File: src/rtl/core/bht_pkg.sv
// Shared types and codes for the bucketed hash table.
package bht_pkg;

  localparam int KEY_W  = 31;
  localparam int REQ_W  = 2;
  localparam int STAT_W = 3;

  localparam logic [REQ_W-1:0] REQ_INSERT = 2'd0;
  localparam logic [REQ_W-1:0] REQ_SEARCH = 2'd1;
  localparam logic [REQ_W-1:0] REQ_DELETE = 2'd2;

  localparam logic [STAT_W-1:0] ST_BUCKET   = 3'd0;
  localparam logic [STAT_W-1:0] ST_OVERFLOW = 3'd1;
  localparam logic [STAT_W-1:0] ST_FULL     = 3'd2;
  localparam logic [STAT_W-1:0] ST_FOUND    = 3'd3;
  localparam logic [STAT_W-1:0] ST_MISSING  = 3'd4;

  // One request as it moves down the pipe
  typedef struct packed {
    logic             vld;
    logic [REQ_W-1:0] req;
    logic [KEY_W-1:0] key;
  } bht_item_t;

endpackage

File: src/rtl/core/bht_ram.sv
// Generic single-write, single-read RAM with registered read (read-first).
module bht_ram #(
  parameter int WIDTH = 8,
  parameter int DEPTH = 16
) (
  input  logic                     clk,
  input  logic                     we,
  input  logic [$clog2(DEPTH)-1:0] waddr,
  input  logic [WIDTH-1:0]         wdata,
  input  logic [$clog2(DEPTH)-1:0] raddr,
  output logic [WIDTH-1:0]         rdata
);

  logic [WIDTH-1:0] mem [DEPTH];
  logic [WIDTH-1:0] rdata_r;

  always_ff @(posedge clk) begin
    if (we) begin
      mem[waddr] <= wdata;
    end
    rdata_r <= mem[raddr];
  end

  assign rdata = rdata_r;

endmodule

File: src/rtl/core/bht_bucket_map.sv
// Two-stage key modulo bucket-count: reciprocal multiply, then narrow fix-up.
module bht_bucket_map
  import bht_pkg::*;
#(
  parameter int NUM_BUCKETS = 8
) (
  input  logic                           clk,
  input  logic                           rst_n,
  input  bht_item_t                      item_i,
  output bht_item_t                      item_o,
  output logic [$clog2(NUM_BUCKETS)-1:0] bkt_o
);

  localparam int L     = $clog2(NUM_BUCKETS);
  localparam int R_W   = L + 1;
  localparam longint unsigned RECIP_L = (64'd1 << KEY_W) / NUM_BUCKETS;
  localparam logic [KEY_W-1:0] RECIP  = RECIP_L[KEY_W-1:0];
  localparam logic [R_W-1:0]   NB     = R_W'(NUM_BUCKETS);

  logic [2*KEY_W-1:0] prod;
  logic [R_W-1:0]     q_lo_r;
  bht_item_t          item_r;
  logic [2*R_W-1:0]   qn;
  logic [R_W-1:0]     rem;
  logic [R_W-1:0]     rem_fix;

  // quotient estimate is exact or one low
  assign prod = {{KEY_W{1'b0}}, item_i.key} * {{KEY_W{1'b0}}, RECIP};

  always_ff @(posedge clk) begin
    if (!rst_n) begin
      item_r.vld <= 1'b0;
    end else begin
      item_r.vld <= item_i.vld;
    end
    item_r.req <= item_i.req;
    item_r.key <= item_i.key;
    q_lo_r     <= prod[KEY_W+L:KEY_W];
  end

  // remainder lies below 2*NUM_BUCKETS, so low bits suffice
  assign qn      = {{R_W{1'b0}}, q_lo_r} * {{R_W{1'b0}}, NB};
  assign rem     = item_r.key[R_W-1:0] - qn[R_W-1:0];
  assign rem_fix = (rem >= NB) ? (rem - NB) : rem;

  assign item_o = item_r;
  assign bkt_o  = rem_fix[L-1:0];

endmodule

File: src/rtl/core/bht_lookup.sv
// Match/update stage: bucket row compare, overflow area, status register.
module bht_lookup
  import bht_pkg::*;
#(
  parameter int NUM_BUCKETS    = 8,
  parameter int BUCKET_SLOTS   = 2,
  parameter int OVERFLOW_SLOTS = 7
) (
  input  logic                             clk,
  input  logic                             rst_n,
  input  bht_item_t                        item_i,
  input  logic [$clog2(NUM_BUCKETS)-1:0]   bkt_i,
  input  logic [BUCKET_SLOTS*(KEY_W+1)-1:0] rd_row_i,
  output logic                             wr_en_o,
  output logic [$clog2(NUM_BUCKETS)-1:0]   wr_addr_o,
  output logic [BUCKET_SLOTS*(KEY_W+1)-1:0] wr_row_o,
  output logic                             out_strobe_o,
  output logic [STAT_W-1:0]                out_status_o
);

  localparam int IDX_W = $clog2(NUM_BUCKETS);
  localparam int KS_W  = BUCKET_SLOTS * KEY_W;
  localparam int ROW_W = BUCKET_SLOTS * (KEY_W + 1);

  bht_item_t                                item_r;
  logic [IDX_W-1:0]                         bkt_r;
  logic                                     fwd_vld_r;
  logic [IDX_W-1:0]                         fwd_bkt_r;
  logic [ROW_W-1:0]                         fwd_row_r;
  logic [OVERFLOW_SLOTS-1:0][KEY_W-1:0]     ovf_keys_r;
  logic [OVERFLOW_SLOTS-1:0][KEY_W-1:0]     ovf_keys_nxt;
  logic [OVERFLOW_SLOTS-1:0]                ovf_vld_r;
  logic [OVERFLOW_SLOTS-1:0]                ovf_vld_nxt;
  logic                                     out_strobe_r;
  logic [STAT_W-1:0]                        out_status_r;
  logic [STAT_W-1:0]                        out_status_nxt;

  logic [ROW_W-1:0]                         row;
  logic [BUCKET_SLOTS-1:0][KEY_W-1:0]       row_keys;
  logic [BUCKET_SLOTS-1:0]                  row_vld;
  logic [BUCKET_SLOTS-1:0][KEY_W-1:0]       new_keys;
  logic [BUCKET_SLOTS-1:0]                  new_vld;
  logic [BUCKET_SLOTS-1:0]                  match_b;
  logic [BUCKET_SLOTS-1:0]                  hit_b;
  logic [BUCKET_SLOTS-1:0]                  free_b;
  logic [BUCKET_SLOTS-1:0]                  ins_b;
  logic [OVERFLOW_SLOTS-1:0]                match_o;
  logic [OVERFLOW_SLOTS-1:0]                hit_o;
  logic [OVERFLOW_SLOTS-1:0]                free_o;
  logic [OVERFLOW_SLOTS-1:0]                ins_o;
  logic                                     wr_en;

  // previous beat's row write has not reached the RAM read yet
  assign row      = (fwd_vld_r && fwd_bkt_r == bkt_r) ? fwd_row_r : rd_row_i;
  assign row_keys = row[KS_W-1:0];
  assign row_vld  = row[ROW_W-1:KS_W];

  always_comb begin
    for (int i = 0; i < BUCKET_SLOTS; i++) begin
      match_b[i] = row_vld[i] && (row_keys[i] == item_r.key);
    end
    for (int j = 0; j < OVERFLOW_SLOTS; j++) begin
      match_o[j] = ovf_vld_r[j] && (ovf_keys_r[j] == item_r.key);
    end
  end

  // lowest set bit of each mask
  assign free_b = ~row_vld;
  assign free_o = ~ovf_vld_r;
  assign hit_b  = match_b & (~match_b + BUCKET_SLOTS'(1));
  assign ins_b  = free_b & (~free_b + BUCKET_SLOTS'(1));
  assign hit_o  = match_o & (~match_o + OVERFLOW_SLOTS'(1));
  assign ins_o  = free_o & (~free_o + OVERFLOW_SLOTS'(1));

  always_comb begin
    new_keys       = row_keys;
    new_vld        = row_vld;
    ovf_keys_nxt   = ovf_keys_r;
    ovf_vld_nxt    = ovf_vld_r;
    wr_en          = 1'b0;
    out_status_nxt = ST_MISSING;
    unique case (item_r.req)
      REQ_INSERT: begin
        if (|free_b) begin
          wr_en   = item_r.vld;
          new_vld = row_vld | ins_b;
          for (int i = 0; i < BUCKET_SLOTS; i++) begin
            if (ins_b[i]) begin
              new_keys[i] = item_r.key;
            end
          end
          out_status_nxt = ST_BUCKET;
        end else if (|free_o) begin
          if (item_r.vld) begin
            ovf_vld_nxt = ovf_vld_r | ins_o;
          end
          for (int j = 0; j < OVERFLOW_SLOTS; j++) begin
            if (ins_o[j]) begin
              ovf_keys_nxt[j] = item_r.key;
            end
          end
          out_status_nxt = ST_OVERFLOW;
        end else begin
          out_status_nxt = ST_FULL;
        end
      end
      REQ_SEARCH: begin
        out_status_nxt = ((|match_b) || (|match_o)) ? ST_FOUND : ST_MISSING;
      end
      REQ_DELETE: begin
        if (|match_b) begin
          wr_en          = item_r.vld;
          new_vld        = row_vld & ~hit_b;
          out_status_nxt = ST_FOUND;
        end else if (|match_o) begin
          if (item_r.vld) begin
            ovf_vld_nxt = ovf_vld_r & ~hit_o;
          end
          out_status_nxt = ST_FOUND;
        end
      end
      default: begin
        out_status_nxt = ST_MISSING;
      end
    endcase
  end

  always_ff @(posedge clk) begin
    if (!rst_n) begin
      item_r.vld   <= 1'b0;
      fwd_vld_r    <= 1'b0;
      ovf_vld_r    <= '0;
      out_strobe_r <= 1'b0;
    end else begin
      item_r.vld   <= item_i.vld;
      fwd_vld_r    <= wr_en;
      ovf_vld_r    <= ovf_vld_nxt;
      out_strobe_r <= item_r.vld;
    end
    item_r.req   <= item_i.req;
    item_r.key   <= item_i.key;
    bkt_r        <= bkt_i;
    fwd_bkt_r    <= bkt_r;
    fwd_row_r    <= {new_vld, new_keys};
    ovf_keys_r   <= ovf_keys_nxt;
    out_status_r <= out_status_nxt;
  end

  assign wr_en_o      = wr_en;
  assign wr_addr_o    = bkt_r;
  assign wr_row_o     = {new_vld, new_keys};
  assign out_strobe_o = out_strobe_r;
  assign out_status_o = out_status_r;

  a_strobe_follows_item: assert property (@(posedge clk) disable iff (!rst_n)
    item_r.vld |=> out_strobe_r)
    else $error("result beat missing after a request");

  a_ovf_grows_by_one: assert property (@(posedge clk) disable iff (!rst_n)
    $countones(ovf_vld_r) <= $countones($past(ovf_vld_r)) + 1)
    else $error("overflow area gained more than one entry in a beat");

  a_ovf_only_when_full: assert property (@(posedge clk) disable iff (!rst_n)
    (item_r.vld && item_r.req == REQ_INSERT && (|free_b)) |=> $stable(ovf_vld_r))
    else $error("overflow used while home bucket had room");

endmodule

File: src/rtl/core/bucketed_hash_table_with_overflow.sv
// Top level of the bucketed hash set with shared overflow area.
//
// Hash set of 31-bit keys, duplicates allowed. A key's home bucket is key
// modulo NUM_BUCKETS; each bucket has BUCKET_SLOTS slots, and keys that do
// not fit spill into a shared overflow area of OVERFLOW_SLOTS slots (insert
// is rejected when both are full). Search and delete look in the home bucket
// first, then in the overflow; a delete removes one copy. A request is taken
// on any clock edge with start high and busy low, one request per cycle with
// no gaps. Its result appears on out_status with out_strobe high for exactly
// one cycle, in request order; the receiver cannot stall, so it must take
// every beat. A request passes through the pipe: input register, reciprocal
// multiply, remainder fix-up with bucket RAM read, match/update stage, status
// register. Bucket rows (keys plus valid bits) sit in one RAM of NUM_BUCKETS
// rows; a row written by the previous beat is forwarded round the RAM. After
// reset busy stays high while a clearing pass writes every row empty.
module bucketed_hash_table_with_overflow
  import bht_pkg::*;
#(
  parameter int NUM_BUCKETS    = 8,
  parameter int BUCKET_SLOTS   = 2,
  parameter int OVERFLOW_SLOTS = 7
) (
  input  logic              clk,
  input  logic              rst_n,
  input  logic              start,
  output logic              busy,
  input  logic [REQ_W-1:0]  in_req_type,
  input  logic [KEY_W-1:0]  in_key,
  output logic              out_strobe,
  output logic [STAT_W-1:0] out_status
);

  localparam int IDX_W = $clog2(NUM_BUCKETS);
  localparam int ROW_W = BUCKET_SLOTS * (KEY_W + 1);
  localparam logic [IDX_W-1:0] LAST_ROW = IDX_W'(NUM_BUCKETS - 1);

  bht_item_t        in_item_r;
  bht_item_t        map_item;
  logic [IDX_W-1:0] map_bkt;

  // clearing pass
  logic             clr_busy_r;
  logic [IDX_W-1:0] clr_cnt_r;

  logic [ROW_W-1:0] rd_row;
  logic             lk_we;
  logic [IDX_W-1:0] lk_addr;
  logic [ROW_W-1:0] lk_row;
  logic             ram_we;
  logic [IDX_W-1:0] ram_waddr;
  logic [ROW_W-1:0] ram_wdata;

  assign busy = clr_busy_r;

  // input register: a beat is taken when start meets !busy
  always_ff @(posedge clk) begin
    if (!rst_n) begin
      in_item_r.vld <= 1'b0;
      clr_busy_r    <= 1'b1;
      clr_cnt_r     <= '0;
    end else begin
      in_item_r.vld <= start && !clr_busy_r;
      if (clr_busy_r) begin
        clr_cnt_r <= clr_cnt_r + IDX_W'(1);
        if (clr_cnt_r == LAST_ROW) begin
          clr_busy_r <= 1'b0;
        end
      end
    end
    in_item_r.req <= in_req_type;
    in_item_r.key <= in_key;
  end

  bht_bucket_map #(
    .NUM_BUCKETS (NUM_BUCKETS)
  ) u_map (
    .clk    (clk),
    .rst_n  (rst_n),
    .item_i (in_item_r),
    .item_o (map_item),
    .bkt_o  (map_bkt)
  );

  // clearing pass owns the write port until it finishes
  assign ram_we    = clr_busy_r || lk_we;
  assign ram_waddr = clr_busy_r ? clr_cnt_r : lk_addr;
  assign ram_wdata = clr_busy_r ? '0 : lk_row;

  bht_ram #(
    .WIDTH (ROW_W),
    .DEPTH (NUM_BUCKETS)
  ) u_rows (
    .clk   (clk),
    .we    (ram_we),
    .waddr (ram_waddr),
    .wdata (ram_wdata),
    .raddr (map_bkt),
    .rdata (rd_row)
  );

  bht_lookup #(
    .NUM_BUCKETS    (NUM_BUCKETS),
    .BUCKET_SLOTS   (BUCKET_SLOTS),
    .OVERFLOW_SLOTS (OVERFLOW_SLOTS)
  ) u_lookup (
    .clk          (clk),
    .rst_n        (rst_n),
    .item_i       (map_item),
    .bkt_i        (map_bkt),
    .rd_row_i     (rd_row),
    .wr_en_o      (lk_we),
    .wr_addr_o    (lk_addr),
    .wr_row_o     (lk_row),
    .out_strobe_o (out_strobe),
    .out_status_o (out_status)
  );

  a_busy_stays_low: assert property (@(posedge clk) disable iff (!rst_n)
    !clr_busy_r |=> !clr_busy_r)
    else $error("clearing pass restarted without reset");

endmodule
File: config.mk
export PLATFORM = sky130hd
export DESIGN_NAME = bucketed_hash_table_with_overflow
export DESIGN_NICKNAME = d
export VERILOG_FILES = /design/src/rtl/core/bht_pkg.sv /design/src/rtl/core/bht_ram.sv /design/src/rtl/core/bht_bucket_map.sv /design/src/rtl/core/bht_lookup.sv /design/src/rtl/core/bucketed_hash_table_with_overflow.sv
export SDC_FILE = /design/constraint.sdc
export NUM_CORES = 1
export LEC_CHECK = 0
export BUFFER_PORTS_ARGS = -buffer_cell sky130_fd_sc_hd__buf_2
export CORE_UTILIZATION = 25
export CTS_CLUSTER_DIAMETER = 40
export DETAILED_ROUTE_END_ITERATION = 7
export HOLD_SLACK_MARGIN = 0.15
export PLACE_DENSITY = 0.39
export SYNTH_ARGS = -nofsm -noshare
export SYNTH_HDL_FRONTEND = slang
export SYNTH_SLANG_ARGS = --single-unit
File: constraint.sdc
create_clock -name clk -period 10.8 [get_ports clk]
set_input_delay 3.24 -clock clk [delete_from_list [all_inputs] [get_ports clk]]
set_output_delay 3.24 -clock clk [all_outputs]
set_load 0.05 [all_outputs]
# After elaboration in Yosys (flattened, before gate mapping)
# Memory sizes are Yosys's and may differ from the RTL's. A register that Yosys moved wholly into a read port is not among the register bits.
# Cells that the tools add are included.
# word_totals
reg_bits	406
ram_bits	512
input_bits	36
output_inout_bits	5
n_memories	1
# classes
n_addsub	7
order_cmp	1
n_eq_ne	19
muxes	31
bitwise	17
n_reduce_logical	28
# memory_table
memory	words	word_bits	read_ports	rd_ports_with_merged_regs	write_ports	line	text
u_rows.mem	8	64	1	1	1	bht_ram.sv:14	logic [WIDTH-1:0] mem [DEPTH];
# ops
operator	n
$eq 31x31->1	9
$mux 64	2
$mux 62	2
$mux 31	2
$mux 7	6
$not 7->7	4
$reduce_and 4->1	7
$and 7x7->7	3
$mux 3	6
$add 7x1->7 const B	2
$pmux 7 s2	1
$reduce_or 7->1	2
$logic_and 1x1->1	11
$pmux 3 s3	1
$ne 2x1->1 const B	4
$not 2->2	4
$or 7x7->7	1
$reduce_and 7->1	1
$and 2x2->2	3
$mux 1	6
$mux 2	3
$add 2x1->2 const B	2
$ge 4x4->1 const B	1
$ne 2x2->1 const B	2
16 further kinds	18

# Longest topological paths before layout
# Gate-level depths: netlist (run 1).
# depth
word_depth	13
ltp_mapped	12

# By module
# Synthesis (run 1) repeated with hierarchy kept, for this count alone.
# unflattened
cells_unflattened	2284
hier_area_um2	37860.1
# modules_own_cells
mod	n_inst	cells_each	area_each_um2	seq_area_each_um2
bht_ram	1	816	20547.2	16656.0
bht_lookup	1	1305	15244.6	8838.5
bucketed_hash_table_with_overflow	1	125	1358.8	760.7
bht_bucket_map	1	38	709.4	680.7

# Worst setup path after synthesis (run 1)
# Ideal clock, no wire load.
# synth_path
path_kind	flip-flop to flip-flop
start	register u_lookup.item_r[2] in the netlist's numbering
end	memory u_rows.mem[0][0] in the netlist's numbering (enable)
arrival_time_ns	5.801
required_ns	10.293
setup_slack_ns	4.492
path_stages_with_launch	12
n_path_buf	2
synth_period_minus_slack_ns	6.308
cell_sequence	dfxtp_1 buf_6 xor2_1 or4b_1 buf_6 nor2_1 a21oi_1 a2111oi_0 or4b_1 a21oi_2 o21ai_2 a21oi_1
# synth_between
elab_chain_cells	8
elab_cells_between_ends	10
classes_between	eq/ne (2); mux (4); reduce/logical (4)
# synth_rtl
element	line	text
start: declaration	bht_lookup.sv:25	bht_item_t item_r;
$eq 31x31->1	bht_lookup.sv:60	match_b[i] = row_vld[i] && (row_keys[i] == item_r.key);
$logic_and 1x1->1	bht_lookup.sv:60	
$reduce_or 2->1 *	bht_lookup.sv:111	if (|match_b) begin
$mux 1 *	bht_lookup.sv:111	
$pmux 1 s2 *	bht_lookup.sv:82	unique case (item_r.req)
$logic_or 1x1->1 *	bucketed_hash_table_with_overflow.sv:85	assign ram_we = clr_busy_r || lk_we;
$mux 1 *	bht_ram.sv:18	if (we) begin
$mux 1 (not written as such) *	bht_ram.sv:19	mem[waddr] <= wdata;
end: declaration	bht_ram.sv:14	
# Every way passes the cells marked *; elsewhere a longest branch is shown, timed or not.

# Worst setup path in the final report (run 1)
# layout_path
start	register u_lookup.item_r[2] in the netlist's numbering
end	memory u_rows.mem[7][1] in the netlist's numbering (enable)
# The elaborated chain is that of the path after synthesis.

==> metrics.md, run 1 <==
| Metric | Value |
|---|---|
| Setup repair bufs after CTS | 0 |
| Placed cells | between 4000 and 5000 |
| Top Usage Layer GRT | met2 |
| WL/cell | 23.18 µm |
| RSZ-0062 raised after global routing | false |
| Post-Place Cell Area | 40450 µm² |
| Synthesized flop and latch total | 978 |
| Cts repair resizes | 0 |
| Setup TNS | 0 ns |
| Sequential share of power | 41.0% |
| Port Buffers | 40 |
| Die Span X | approximately 390 µm |
| Post-Syn Instances | about 2300 |
| Seq/Total Area, Yosys | 71.45% |
| Initial DRC Count | between 1000 and 1500 |
| Gr usage total | 14.18% |
| Slew Limit Fails | 0 |
| Ys async rst share | 0% |
| Design Area, Final | 46640 µm² |
| CP arrival | 6.12 ns |
| Synthesized net count | 2322 |
| NetSw | 2.457 mW |
| Placed wire-length estimate | around 65 mm |
| Final Wtd Congestion | around 0.85 |
| GRT Residual Overflow | 0 |
| FILL cells | between 10000 and 15000 |
| Part of the power in combinational logic | 5.3% |
| Met1 usage | 18.99% |
| Slew @ Worst Pin | 1.136 ns |
| Startpoint types | register |
| Kind of critical path | register to register |
| Pwr Density | 226.1 nW/µm² |
| Cts hold-fix bufs | 0 |
| Area grow syn2layout | 23.99% |
| Vias in the first global route | about 22000 |
| Number of H-tree levels | 4 |
| Share of cells above drive strength 1 | roughly 24% |
| Clk pwr share | 53.7% |
| WL final | 106.6 mm |
| Row Count | 141 |
| Req. time, crit path | between 10 and 15 ns |
| Synth warnings | 0 |
| Met3 GRT Util | 2.958% |
| Clk_skew | 0.03807 ns |
| Largest net degree at the start of global routing | between 60 and 70 |
| Clock root buffer | clkbuf_16 |
| Fmax achieved | about 0.17 GHz |
| Worst setup margin | 5.063 ns |
| ANT nets after route | 0 |
| Vias per cell | 4.430 |
| Die span in y | 389.9 µm |
| Final Util | roughly a third |
| Power Total | around 11 mW |
| Worst slack, placed | between 5 and 6 ns |
| Unique masters post-synth | 68 |
| Worst VDD drop | roughly 150 µV |
| FF+latch area | 26890 µm² |
| TritonCTS clock tree | built |
| CTS buffer count | 173 |
| Clock Latency Late Sink | 0.78 ns |
| Hold WS | between 0.3 and 0.4 ns |
| Final hold vios | 0 |
| Clock sinks | between 900 and 1000 |
| Antenna violations before repair | 8 |
| EDFF count, synth | 729 |
| Pre-antenna DRT Iters | 7 |
| Net Sw Frac | 23.30% |
| Most used DFF post-synth | edfxtp_1 |
| Final std cells w/o fill | 4600 |
| Crit end category | register |
| # nets final | 2480 |
| Worst slew margin | 23.85% |
| Avg Inst Size Synth | 16.47 µm² |
| Count of final setup violators | 0 |
| DRC | 0 |
| Initial core utilization | about 25% |
| Internal | 8.088 mW |
| Tcrit/Tclk final | between 50% and 60% |
| Max Cap Viol | 0 |
| Outcome | finished, final reports clean |
| Core region area | 148500 µm² |
| Crit Path Max Fanout | 55 |
| Multi-input gate area | between 10000 and 15000 µm² |
| Hold Path Class | register to register |
| Clock Pin Slew Worst Setup and Hold Paths | 0.05 ns |
| First-pass GRT wire length | 156.2 mm |
| Fin crit period | between 5 and 6 ns |
| Via count | 20380 |
| Met2 Usage GRT | 23.06% |
| I/O pins | slightly above 40 |
| Pleak | 15.31 nW |
| Mapped Area | 37610 µm² |
| Die area | 152000 µm² |
| Clock buffer depth | 3 |
## synth_stat cells, types with 4 or more instances
| cell | number | area, µm² |
|---|---|---|
| nor2_1 | 66 | 247.7 |
| nor4b_1 | 5 | 43.79 |
| inv_1 | 37 | 138.9 |
| xor2_1 | 65 | 569.3 |
| o21ai_0 | 35 | 175.2 |
| nand2_1 | 99 | 371.6 |
| o211ai_1 | 5 | 37.54 |
| mux2i_1 | 35 | 350.3 |
| nor4_1 | 41 | 256.5 |
| and3_1 | 5 | 31.28 |
| a21oi_1 | 43 | 215.2 |
| a222oi_1 | 4 | 40.04 |
| a22oi_1 | 4 | 30.03 |
| nand4_1 | 96 | 600.6 |
| nand2b_1 | 24 | 150.1 |
| dfxtp_1 | 249 | 4985 |
| buf_1 | 35 | 131.4 |
| mux4_2 | 128 | 2883 |
| clkbuf_1 | 71 | 266.5 |
| nand3_1 | 11 | 55.05 |
| o22ai_1 | 14 | 87.58 |
| and2_1 | 73 | 456.7 |
| mux2_2 | 64 | 720.7 |
| a2111oi_0 | 5 | 43.79 |
| a221oi_1 | 6 | 52.55 |
| edfxtp_1 | 729 | 21890 |
| xnor2_1 | 222 | 1944 |
| nor3_1 | 12 | 60.06 |
| a31oi_1 | 27 | 168.9 |
| nor2b_1 | 4 | 25.02 |
| buf_2 | 11 | 55.05 |
## power by group through the flow
stage               sequential [mW]  clock (mW)  combinational (mW)
floorplan                      4.36           0               0.353
global placement               4.40           0               0.572
detailed placement             4.40           0               0.569
CTS                            4.33        5.82               0.572
global route                   4.34        5.98               0.604
finish                         4.32        5.66               0.555
## layer usage
layer	part of all wire [%]	vias up
li1	-	9116
met5	0	-
met3	4.6	173
met2	48	536
met4	2.1	0
met1	46	10550
## registers in the layout (all words and copies together) (netlist names), 3 cells and up
name                   count
clr_cnt_r                  3
u_lookup.out_status_o      3
u_map.item_o              34
u_lookup.fwd_row_r        64
u_lookup.item_r           34
in_item_r                 34
u_rows.mem               512
u_rows.rdata              64
u_lookup.fwd_bkt_r         3
u_lookup.ovf_vld_r         7
u_lookup.ovf_keys_r      217
## area by class of cell
cell class,count,share of cell area (%)
tap,2002,5.371
timing repair buffer,102,1.427
antenna,5,0.02683
sequential,978,57.65
clock inverter,116,3.222
clock buffer,210,10.02
multi-input combinational,1148,21.96
inverter,39,0.3166
## worst max-delay path: stages, from the launching register on
cell and delay (ns):
dfxtp_1 0.32, xor2_1 0.19, or4b_2 0.71, buf_4 0.34
nor2_1 0.17, a21oi_1 0.09, a2111oi_0 0.54, or4b_1 0.58
a21oi_2 0.39, o21ai_2 0.24, a21oi_4 0.89, buf_4 0.80
## final timing paths
kind                           start             endpoint  slack [ns]  cells past startpoint
hold reg to reg     u_map.item_o[30]  u_lookup.item_r[30]        0.32                      0
setup reg to reg  u_lookup.item_r[2]     u_rows.mem[7][1]        5.06                     11
hold / removal      u_map.item_o[30]  u_lookup.item_r[30]        0.32                      0
setup / recovery  u_lookup.item_r[2]     u_rows.mem[7][1]        5.06                     11
## cells by family after synthesis
| family | synth area share (%) |
|---|---|
| muxes | 10.51 |
| adders and majority gates | 0.09646 |
| and+or+nand+nor | 6.650 |
| xor gates and xnor gates | 6.683 |
| DFF | 71.45 |
| buffers and inverters | 1.653 |
| AOI/OAI and AO/OA | 2.951 |
## cells in the final DEF (no fill, tap or decap), types with 65 or more instances in the layout
cell and count:
clkbuf_16 177, dfxtp_1 246, xnor2_1 222, mux4_2 128
edfxtp_1 729, nand2_1 99, xor2_1 65, and2_1 72
nand4_1 96
No activity file was read; power rests on OpenSTA's default activity.
==> run 2, diff against run 1 <==
- clock period: 10.8 -> 5.4 ns (I/O delays scaled with it)
==> run 2 against run 1 <==
Net effect:
- via count grew 0.47%
- routed wire length grew 1.6%
- largest power group unchanged
- global-route usage is 0.13 points higher
- first-iteration DRC count increased by 32%
- hold slack gained 0.0032 ns
- sequential share of layout area grew 0.36 points
- cell area shrank 0.62%
- setup slack got worse by 4.5 ns
- utilization is 0.20 points lower
==> metrics.md, run 2 (same netlist as run 1, synthesis figures left out) <==
| Metric | Value |
|---|---|
| Final Wtd Congestion | 0.8445 (-0.26%) |
| Placed wire-length estimate | 69.37 mm (+7.2%) |
| DRC | 0 (unchanged) |
| Pwr Density | 438.6 nW/µm² (+94%) |
| Pleak | 15.16 nW (-0.94%) |
| # nets final | 2487 (+0.28%) |
| Setup crit start | u_lookup.item_r[2] |
| Initial DRC Count | 1514 (+32%) |
| Gr usage total | 14.32% (+0.13 points) |
| Kind of critical path | register to register |
| Outcome | finished, final reports clean |
| Clk pwr share | 51.9% (-1.8 points) |
| Area grow syn2layout | 23.22% |
| Max reg flops | 512 (unchanged) |
| Crit Path Max Fanout | 42 (-24%) |
| Antenna violations before repair | 13 (+5) |
| Port Buffers | 40 (unchanged) |
| Fmax achieved | 0.2069 GHz (+19%) |
| CP max stage delay | 0.75 ns (-0.14 ns) |
| Slew Limit Fails | 0 (unchanged) |
| Sequential share of power | 42.7% (+1.7 points) |
| Stages on the worst setup path | 10 (-1) |
| Number of H-tree levels | 4 (unchanged) |
| Final hold vios | 0 (unchanged) |
| CP dominant cell by count | buf_4 |
| CP top delay family | simple AND/OR/NAND/NOR gates |
| Die span in y | 389.9 µm (unchanged) |
| I/O pins | 41 (unchanged) |
| Die Span X | 389.9 µm (unchanged) |
| Part of the power in combinational logic | 5.5% (+0.2 points) |
| Fin crit period | 4.832 ns (-0.9048 ns) |
| GRT Residual Overflow | 0 (unchanged) |
| Tcrit/Tclk final | 89.49% (+36 points) |
| Internal | 15.51 mW (+92%) |
| Initial core utilization | 25.32% (unchanged) |
| Net Sw Frac | 23.69% (+0.39 points) |
| Largest net degree at the start of global routing | 130 (+88%) |
| Clock buffer depth | 3 (unchanged) |
| FILL cells | 14580 (unchanged) |
| Final std cells w/o fill | 4597 (-0.065%) |
| Cts hold-fix bufs | 0 (unchanged) |
| Worst R2R Start | u_lookup.item_r[2] |
| Clock root buffer | clkbuf_16 |
| Critical path's slowest cell | nor4b_2 |
| CP Capture Point | u_rows.mem[2][24] |
| ANT nets after route | 0 (unchanged) |
| Clock Pin Slew Worst Setup and Hold Paths | 0.05 ns (about the same) |
| Pre-antenna DRT Iters | 6 (-1) |
| Die area | 152000 µm² (unchanged) |
| Req. time, crit path | 5.80 ns (-5.39 ns) |
| Reg2Reg Setup Slack | 0.57 ns (-4.50 ns) |
| Reg2Reg Depth | 10 (-1) |
| Hold WS | 0.3222 ns (+0.003249 ns) |
| Worst path buffer plus inverter count | 2 (unchanged) |
| Final Util | 31.20% (-0.20 points) |
| Most frequent cells in the layout | 729 x edfxtp_1, 246 x dfxtp_1, 222 x xnor2_1, 164 x clkbuf_16, 128 x mux4_2 |
| Hold Path Class | register to register |
| Most common cell after layout, fill and taps aside | edfxtp_1 |
| Placed cells | 4287 (+0.42%) |
| NetSw | 4.816 mW (+96%) |
| Slew @ Worst Pin | 1.192 ns (+0.05641 ns) |
| Startpoint types | register |
| Cts repair resizes | 0 (unchanged) |
| Top reg by flops | u_rows.mem |
| Clock sinks | 978 (unchanged) |
| Max Cap Viol | 0 (unchanged) |
| Share of cells above drive strength 1 | 23.97% (-0.059 points) |
| WL final | 108.4 mm (+1.6%) |
| RSZ-0062 raised after global routing | false |
| Row Count | 141 (unchanged) |
| Via count | 20480 (+0.47%) |
| CP arrival | 5.23 ns (-0.89 ns) |
| Design Area, Final | 46350 µm² (-0.62%) |
| CTS buffer count | 162 (-6.4%) |
| Post-Place Cell Area | 40630 µm² (+0.45%) |
| Worst slew margin | 20.39% (-3.5 points) |
| Core region area | 148500 µm² (unchanged) |
| Clock Latency Late Sink | 0.78 ns (about the same) |
| Power Total | 20.33 mW (+93%) |
| Crit end category | register |
| Vias in the first global route | 21390 (-1.6%) |
| WL/cell | 23.57 µm (+1.7%) |
| First-pass GRT wire length | 156.6 mm (+0.25%) |
| Vias per cell | 4.454 (+0.54%) |
| Top Registers | u_rows.mem (512), u_lookup.ovf_keys_r (217) |
| Worst VDD drop | 290.7 µV (+98%) |
| Setup repair bufs after CTS | 0 (unchanged) |
| Clk_skew | 0.04379 ns (+0.005721 ns) |
| CP Cell Sequence | xor2_1 > nor4b_2 > buf_4 > mux2i_1 > o221ai_1 > or4b_1 > a21oi_2 > o21ai_2 > a21oi_4 > buf_4 |
| Count of final setup violators | 0 (unchanged) |
| Reg-to-reg endpoint | u_rows.mem[2][24] |
| TritonCTS clock tree | built |
## run 2: changes by cell type in the layout (fill, tap and decap cells not counted), moves of 3 or more
cell        change
clkinvlp_4      +3
inv_8           -4
clkbuf_1        -3
clkinv_4        -5
buf_4          +13
clkinv_1        +3
clkbuf_16      -13
inv_6           +6
inv_4           -4
bufinv_16       -6
buf_12          +4
## run 2: worst min-delay path by stage
stage | slack [ns] | cells after the start | startpoint | to
after floorplan | 0.31 | 0 | u_map.item_o[10] | u_lookup.item_r[10]
after global placement | 0.31 | 0 | in_item_r[1] | u_map.item_o[1]
after detailed placement | 0.31 | 0 | in_item_r[31] | u_map.item_o[31]
after CTS | 0.32 | 0 | in_item_r[0] | u_map.item_o[0]
after global routing | 0.33 | 0 | in_item_r[13] | u_map.item_o[13]
final | 0.32 | 0 | in_item_r[0] | u_map.item_o[0]
## run 2: power groups by stage
| stage | combinational, mW | clock, mW | sequential [mW] |
|---|---|---|---|
| 3_5_place_dp | 1.14 | 0 | 8.83 |
| 6_report | 1.11 | 10.5 | 8.68 |
| 4_1_cts | 1.14 | 10.8 | 8.68 |
| 5_1_grt | 1.20 | 11.2 | 8.70 |
| 3_3_place_gp | 1.15 | 0 | 8.82 |
| 2_1_floorplan | 0.706 | 0 | 8.71 |
## run 2: area by class of cell
class | count | area [µm²] | area share [%]
antenna | 4 | 10.01 | 0.02160
clock buffer | 196 | 4364 | 9.416
clock inverter | 110 | 1343 | 2.897
inverter | 39 | 146.4 | 0.3159
multi-input combinational | 1148 | 10240 | 22.10
sequential | 978 | 26890 | 58.01
tap | 2002 | 2505 | 5.405
timing repair buffer | 120 | 848.3 | 1.830
## run 2: through the flow
step	worst slack [ns]	TNS, ns
5_1_grt	0.3969	0
3_3_place_gp	0.7543	0
2_1_floorplan	-0.9079	-464.79
3_5_place_dp	0.6172	0
4_1_cts	0.5676	0
6_report	0.5678	0
## run 2: routing by layer
metal	GRT usage [%]	share of wire [%]	wire [µm]	up-vias
met5	0	0	0	-
met4	4.656	2.3	2460	0
met3	2.822	4.8	5231	169
met2	21.55	45	48380	562
met1	20.55	48	52300	10610
li1	-	-	-	9131
